===== config.mk =====
export PLATFORM = sky130hd
export DESIGN_NAME = vn2d_blend
export DESIGN_NICKNAME = d
export VERILOG_FILES = /design/src/rtl/vn2d_pkg.sv /design/src/rtl/vn2d_blend.sv
export SDC_FILE = /design/constraint.sdc
export NUM_CORES = 1
export LEC_CHECK = 0
export CAP_MARGIN = 10
export CORE_MARGIN = 2
export CORE_UTILIZATION = 50
export DETAILED_ROUTE_END_ITERATION = 10
export DONT_BUFFER_PORTS = 1
export GPL_ROUTABILITY_DRIVEN = 0
export PLACE_DENSITY = 0.7
export SLEW_MARGIN = 20
export SYNTH_ARGS = -nofsm -noshare
export SYNTH_HDL_FRONTEND = slang
export SYNTH_SLANG_ARGS = --single-unit

===== constraint.sdc =====
create_clock -name vclk -period 17.85
set_clock_uncertainty 0.05 [all_clocks]
set_input_delay 1.785 -clock vclk [all_inputs]
set_output_delay 1.785 -clock vclk [all_outputs]
set_load 0.02 [all_outputs]

===== src/rtl/vn2d_pkg.sv =====
// ----------------------------------------------------------------------------
// vn2d_pkg
// Shared constants and a hash helper for the 2D value noise unit.
// ----------------------------------------------------------------------------
package vn2d_pkg;

  localparam int COORD_W       = 32;
  localparam int VALUE_W       = 24;
  localparam int FRAC_BITS_DEF = 16;
  localparam int HASH_SHIFT    = 13;

  localparam logic [COORD_W-1:0] HASH_MUL_X   = 32'd374761393;
  localparam logic [COORD_W-1:0] HASH_MUL_Y   = 32'd668265263;
  localparam logic [COORD_W-1:0] HASH_MUL_MIX = 32'd1274126177;

  // Xor-shift fold of a corner sum; only the low value bits matter afterwards.
  function automatic logic [VALUE_W-1:0] hash_fold(input logic [COORD_W-1:0] h);
    logic [COORD_W-1:0] m;
    m = h ^ (h >> HASH_SHIFT);
    return m[VALUE_W-1:0];
  endfunction

endpackage


===== src/rtl/vn2d_blend.sv =====
// ----------------------------------------------------------------------------
// vn2d_blend
// Linear blend between two Q0.24 values with a weight of FRAC_BITS fraction
// bits. The scaled difference is truncated toward the first value.
// ----------------------------------------------------------------------------
module vn2d_blend import vn2d_pkg::*; #(
  parameter int FRAC_BITS = FRAC_BITS_DEF
) (
  input  logic [VALUE_W-1:0]   a,
  input  logic [VALUE_W-1:0]   b,
  input  logic [FRAC_BITS-1:0] w,
  output logic [VALUE_W-1:0]   r
);

  localparam int PW = VALUE_W + FRAC_BITS;

  logic               up;
  logic [VALUE_W-1:0] diff;
  logic [PW-1:0]      prod;
  logic [VALUE_W-1:0] delta;

  assign up    = (b >= a);
  assign diff  = up ? (b - a) : (a - b);
  assign prod  = PW'(w) * PW'(diff);
  assign delta = prod[PW-1:FRAC_BITS];
  assign r     = up ? (a + delta) : (a - delta);

endmodule


==> results of run 1 <==
## logic make-up after synthesis
group | after synthesis
and+or+nand+nor | 596
adders and majority gates | 488
buffers and inverters | 488
AOI/OAI and AO/OA | 253
xor gates and xnor gates | 87
muxes | 28
## layout make-up
type               count  area [um2]  area share
inverters            410        1540      0.0941
multi-input cells   1452       14100       0.862
well taps            402         503      0.0308
repair buffers        29         218      0.0133
## metrics by stage
step | instance area (um2) | util | hold WS, ps
2_1_floorplan | 15900 | - | 3730
3_3_place_gp | 16300 | 0.519 | 3740
3_5_place_dp | 16300 | 0.519 | 3750
4_1_cts | 16300 | 0.519 | 3740
5_1_grt | 16400 | 0.519 | 3740
6_report | 16400 | 0.519 | 3740
## critical path: cells and delay by family
| family | cells | cell delay [ps] |
|---|---|---|
| and+or+nand+nor | 9 | 2080 |
| xor gates and xnor gates | 5 | 940 |
| adders and majority gates | 9 | 4070 |
| buffers and inverters | 6 | 610 |
| AOI/OAI and AO/OA | 23 | 5710 |
## final timing paths
kind                  cells past startpoint  slack, ps  start    end
worst max-delay path                     52        770  a[14]  r[23]
worst min-delay path                      1       3740   a[0]   r[0]
## per-layer routing
| metal | up-vias | track usage | wire length [um] |
|---|---|---|---|
| li1 | 5890 | - | - |
| met1 | 6441 | 0.329 | 17000 |
| met2 | 402 | 0.452 | 20500 |
| met3 | 78 | 0.0186 | 2070 |
| met4 | 0 | 0.0642 | 1150 |
| met5 | - | 0 | 0 |
## layout by cell type (no fill, tap or decap), types with 4 or more instances in the layout
master / n
inv_1: 410
fa_1: 308
nand2_1: 287
ha_1: 180
and2_1: 139
a21oi_1: 72
xnor2_1: 68
a21o_1: 49
nor2_1: 45
o21ai_0: 38
buf_4: 29
nand2b_1: 27
nor2b_1: 22
nand3_1: 21
xor2_1: 19
mux2_2: 18
o21bai_1: 11
and3_1: 10
mux2i_1: 10
o21a_1: 9
a31oi_1: 9
nand4_1: 8
nor3_1: 8
o31ai_1: 7
a211oi_1: 6
o221ai_1: 5
or3_1: 4
o22ai_1: 4
or4_1: 4
or2_2: 4
a211o_1: 4
## timing repair
item                       in CTS  in global routing
setup endpoints to repair       0                  1
gates resized for setup         0                  1
hold endpoints to repair        0                  0
==> metrics.cfg, run 1 <==
[yosys]
synthTopCellsByCount=inv_1 (410), fa_1 (308), nand2_1 (287), ha_1 (180), and2_1 (139)
synth_cell_type_count=71
muxShareOfSynthArea=0.0190
synth_top_family_by_area=adder cells
synth_fp_nets=2492
ys_seq_area_frac=0
synth_most_common_cell=inv_1
synth_compound_area_frac=0.107
synthCells=1940
yosys.area.top_type=fa_1
netlist_top_cells_area=fa_1 (39%), ha_1 (14%), inv_1 (9.7%)
synth.yosys.warnings=0
syn_area_per_cell_um2=8.21
synthDominantCellAreaShare=0.387
synth_area_mm2=0.0159
synthSimpleGateAreaFrac=0.182
synthXorXnorAreaFrac=0.0478
synthAdderAreaFrac=0.528

[final_layout]
drive_above_1_share=0.0349
clkbuf_count=0
diodes=0
design.seq.count=0
area_growth_pct=2.62
regArea_um2=0
nNetsFinal=2445
finalNonFillerCells=2293
n_fill_cell=2969

[floorplan]
die_w_um=183
fp-row-count=65
dieHeight_um=183
dieArea_mm2=0.0333
initial_utilization=0.506
io_pins=88
core_area_mm2=0.0315

[run]
maxCapViolations=0

[timing]
worst_slew_pin_slew_ps=810
fmax_mhz=58.6
setup_viol=0
fin_crit_sh=0.957
fin_ws_ps=772
rsz0062_at_grt=no
slew_headroom=0.458
period_needed_ps=17080
final_hold_viol_count=0
setup_tns_ps=0
slew_viol_final=0

[global_route]
grt_pass1_wl_um=68200
antenna_found_initial=0
grt_max_degree=36
grt_pass1_vias=13600
grt-ovfl-total=0
grt_usage=0.252

[min_path]
min_path_type=in2out

[cts]
postCtsSetupBuffers=0
ctsHoldBuffers=0

[detailed_routing]
firstDrtPassIters=5
postRouteWirelength_um=40700
drtAntennaViolNets=0
drcViolationCount=0
via_count=12800
vias_per_cell=5.59
wl_per_cell_um=17.7
drt_iter0_drc=742

[worst_setup_path]
slowest_delay_ps=560
critPathMaxFanout=16
worst-setup-path-type=in2out
cp-end-kind=output pin
cp_slowest_cell=a221oi_1
start_kind=input port
crit_arrival_ps=15240
required_ps=16010
path_common_cell=fa_1

[place]
port_buffers=0
place_inst=2293
dp_worst_setup_slack_ps=930
dp_hpwl_um=33000

[run_status]
outcome=completed

Power of run 1 is not shown: default switching activity piles up to over one toggle a cycle in this logic, so the estimate is an artifact.
==> inputs of run 2 (changes only) <==
==> constraint.sdc (replaced) <==
create_clock -name vclk -period 17.85
set_clock_uncertainty 0.05 [all_clocks]
set_input_delay 3.57 -clock vclk [all_inputs]
set_output_delay 3.57 -clock vclk [all_outputs]
set_load 0.02 [all_outputs]
==> run 2 against run 1 <==
  * The run now ends with setup timing left
  * Maximum frequency decreased by 9.6%
  * Via count increased by 9.4%
  * Die area unchanged
  * Routed wire length increased by 6.8%
  * Worst hold slack improved by 3600 ps
  * First-iteration DRC count increased by 10%
  * Critical endpoint unchanged
  * Largest cell class unchanged
==> metrics.cfg, run 2 (synthesized netlist as in run 1, its figures left out) <==
[run_status]
outcome=complete, but fails checks  ; was completed
violations=setup timing

[min_path]
holdPathStages=1  ; unchanged
hold_start=a[0]  ; unchanged
min_path_type=in2out  ; unchanged
whs_endpoint=r[0]  ; unchanged

[timing]
fin_crit_sh=1.06  ; was 0.957
fin_ws_ps=-1050  ; was 772 ps
slew_viol_final=0  ; unchanged
setup_viol=12  ; was 0
period_needed_ps=18900  ; was 17,080 ps
worst_slew_pin_slew_ps=552  ; was 810 ps
slew_headroom=0.629  ; was 0.458
setup_tns_ps=-6890  ; was 0 ps
fmax_mhz=52.9  ; was 58.6 MHz
final_hold_viol_count=0  ; unchanged
rsz0062_at_grt=yes  ; was no
whs_ps=7320  ; was 3740 ps

[final_layout]
nNetsFinal=2751  ; was 2,445
drive_above_1_share=0.223  ; was 0.0349
layout_common_cells=inv_1 (400), buf_4 (321), fa_1 (302)  ; was inv_1 (410), fa_1 (308), nand2_1 (287)
design.seq.count=0  ; unchanged
diodes=0  ; unchanged
final_common_cell=inv_1  ; unchanged
clkbuf_count=0  ; unchanged
post-route-util=0.623  ; was 0.519
regArea_um2=0  ; unchanged
area_growth_pct=23.0  ; was 2.62%
fin_area_mm2=0.0196  ; was 0.0164 mm2

[floorplan]
die_w_um=183  ; unchanged
dieHeight_um=183  ; unchanged
core_area_mm2=0.0315  ; unchanged
fp-row-count=65  ; unchanged
dieArea_mm2=0.0333  ; unchanged
initial_utilization=0.506  ; unchanged
io_pins=88  ; unchanged

[place]
dp_hpwl_um=36800  ; was 33,000 um
port_buffers=0  ; unchanged
dpl-instance-area_mm2=0.0187  ; was 0.0163 mm2

[detailed_routing]
drcViolationCount=0  ; unchanged
vias_per_cell=5.39  ; was 5.59
drt_iter0_drc=816  ; was 742
drtAntennaViolNets=0  ; unchanged
firstDrtPassIters=5  ; unchanged
via_count=14000  ; was 12,800
wl_per_cell_um=16.7  ; was 17.7 um
postRouteWirelength_um=43500  ; was 40,700 um

[global_route]
antenna_found_initial=0  ; unchanged
grt_max_degree=36  ; unchanged
grt_pass1_wl_um=73200  ; was 68,200 um
grt_pass1_vias=15600  ; was 13,600
grt-ovfl-total=0  ; unchanged
grt_usage=0.267  ; was 0.252

[worst_setup_path]
cp_slowest_cell=or4_4  ; was a221oi_1
worst-setup-path-type=in2out  ; unchanged
crit_start=a[12]  ; was a[14]
crit_arrival_ps=15280  ; was 15,240 ps
required_ps=14230  ; was 16,010 ps
path_common_cell=buf_4  ; was fa_1
slowest_delay_ps=560  ; about the same
start_kind=input port  ; unchanged
cp-end-kind=output pin  ; unchanged
critPathMaxFanout=7  ; was 16

[cts]
ctsHoldBuffers=0  ; unchanged

[run]
maxCapViolations=0  ; unchanged

run 2: cell count changes in the layout (fill, tap and decap cells not counted), sizes merged:
cell	change
buf	+305
clkbuf	+1
run 2: routing by layer:
metal | vias up | share of wire | global-route usage
met1 | 6963 | 0.39 | 0.320
met4 | 0 | 0.037 | 0.0903
met5 | - | 0 | 0
met2 | 430 | 0.52 | 0.495
li1 | 6498 | - | -
met3 | 120 | 0.058 | 0.0341
run 2: timing repair:
item | 4_1_cts | 5_1_grt
gates resized for setup | 59 | 53
pin swaps | 42 | 69
setup buffers | 23 | 18
setup endpoints to repair | 13 | 16
gates cloned | 0 | 1
run 2: how the worst max path moves through the flow:
stage,endpoint,slack (ps)
after detailed placement,r[23],-1230
after floorplan,r[23],-560
after global placement,r[23],-990
after CTS,r[23],-1010
after global routing,r[23],-1450
final,r[23],-1050
run 2: worst max-delay path: cells and delay by family:
kind / cells / cell delay (ps)
AO/OA/AOI/OAI: 20 / 4030
adder cells (fa/ha/maj): 9 / 3630
AND/OR/NAND/NOR: 7 / 1690
buffers and inverters: 11 / 1320
XOR/XNOR: 5 / 770
multiplexers: 1 / 260
run 2: through the flow:
| stage | setup slack, ps | instances |
|---|---|---|
| after floorplan | -558 | 1940 |
| after global placement | -987 | 2558 |
| after detailed placement | -1230 | 2558 |
| after CTS | -1010 | 2580 |
| after global routing | -1450 | 2599 |
| final | -1050 | 2599 |
run 2: layout make-up:
type / instances / area, um2
Tap cell: 402 / 503
Inverter: 410 / 1570
Fill cell: 2591 / 11900
Multi-Input combinational cell: 1452 / 14900
Timing Repair Buffer: 335 / 2610
Power of run 2 is left out for the same reason.
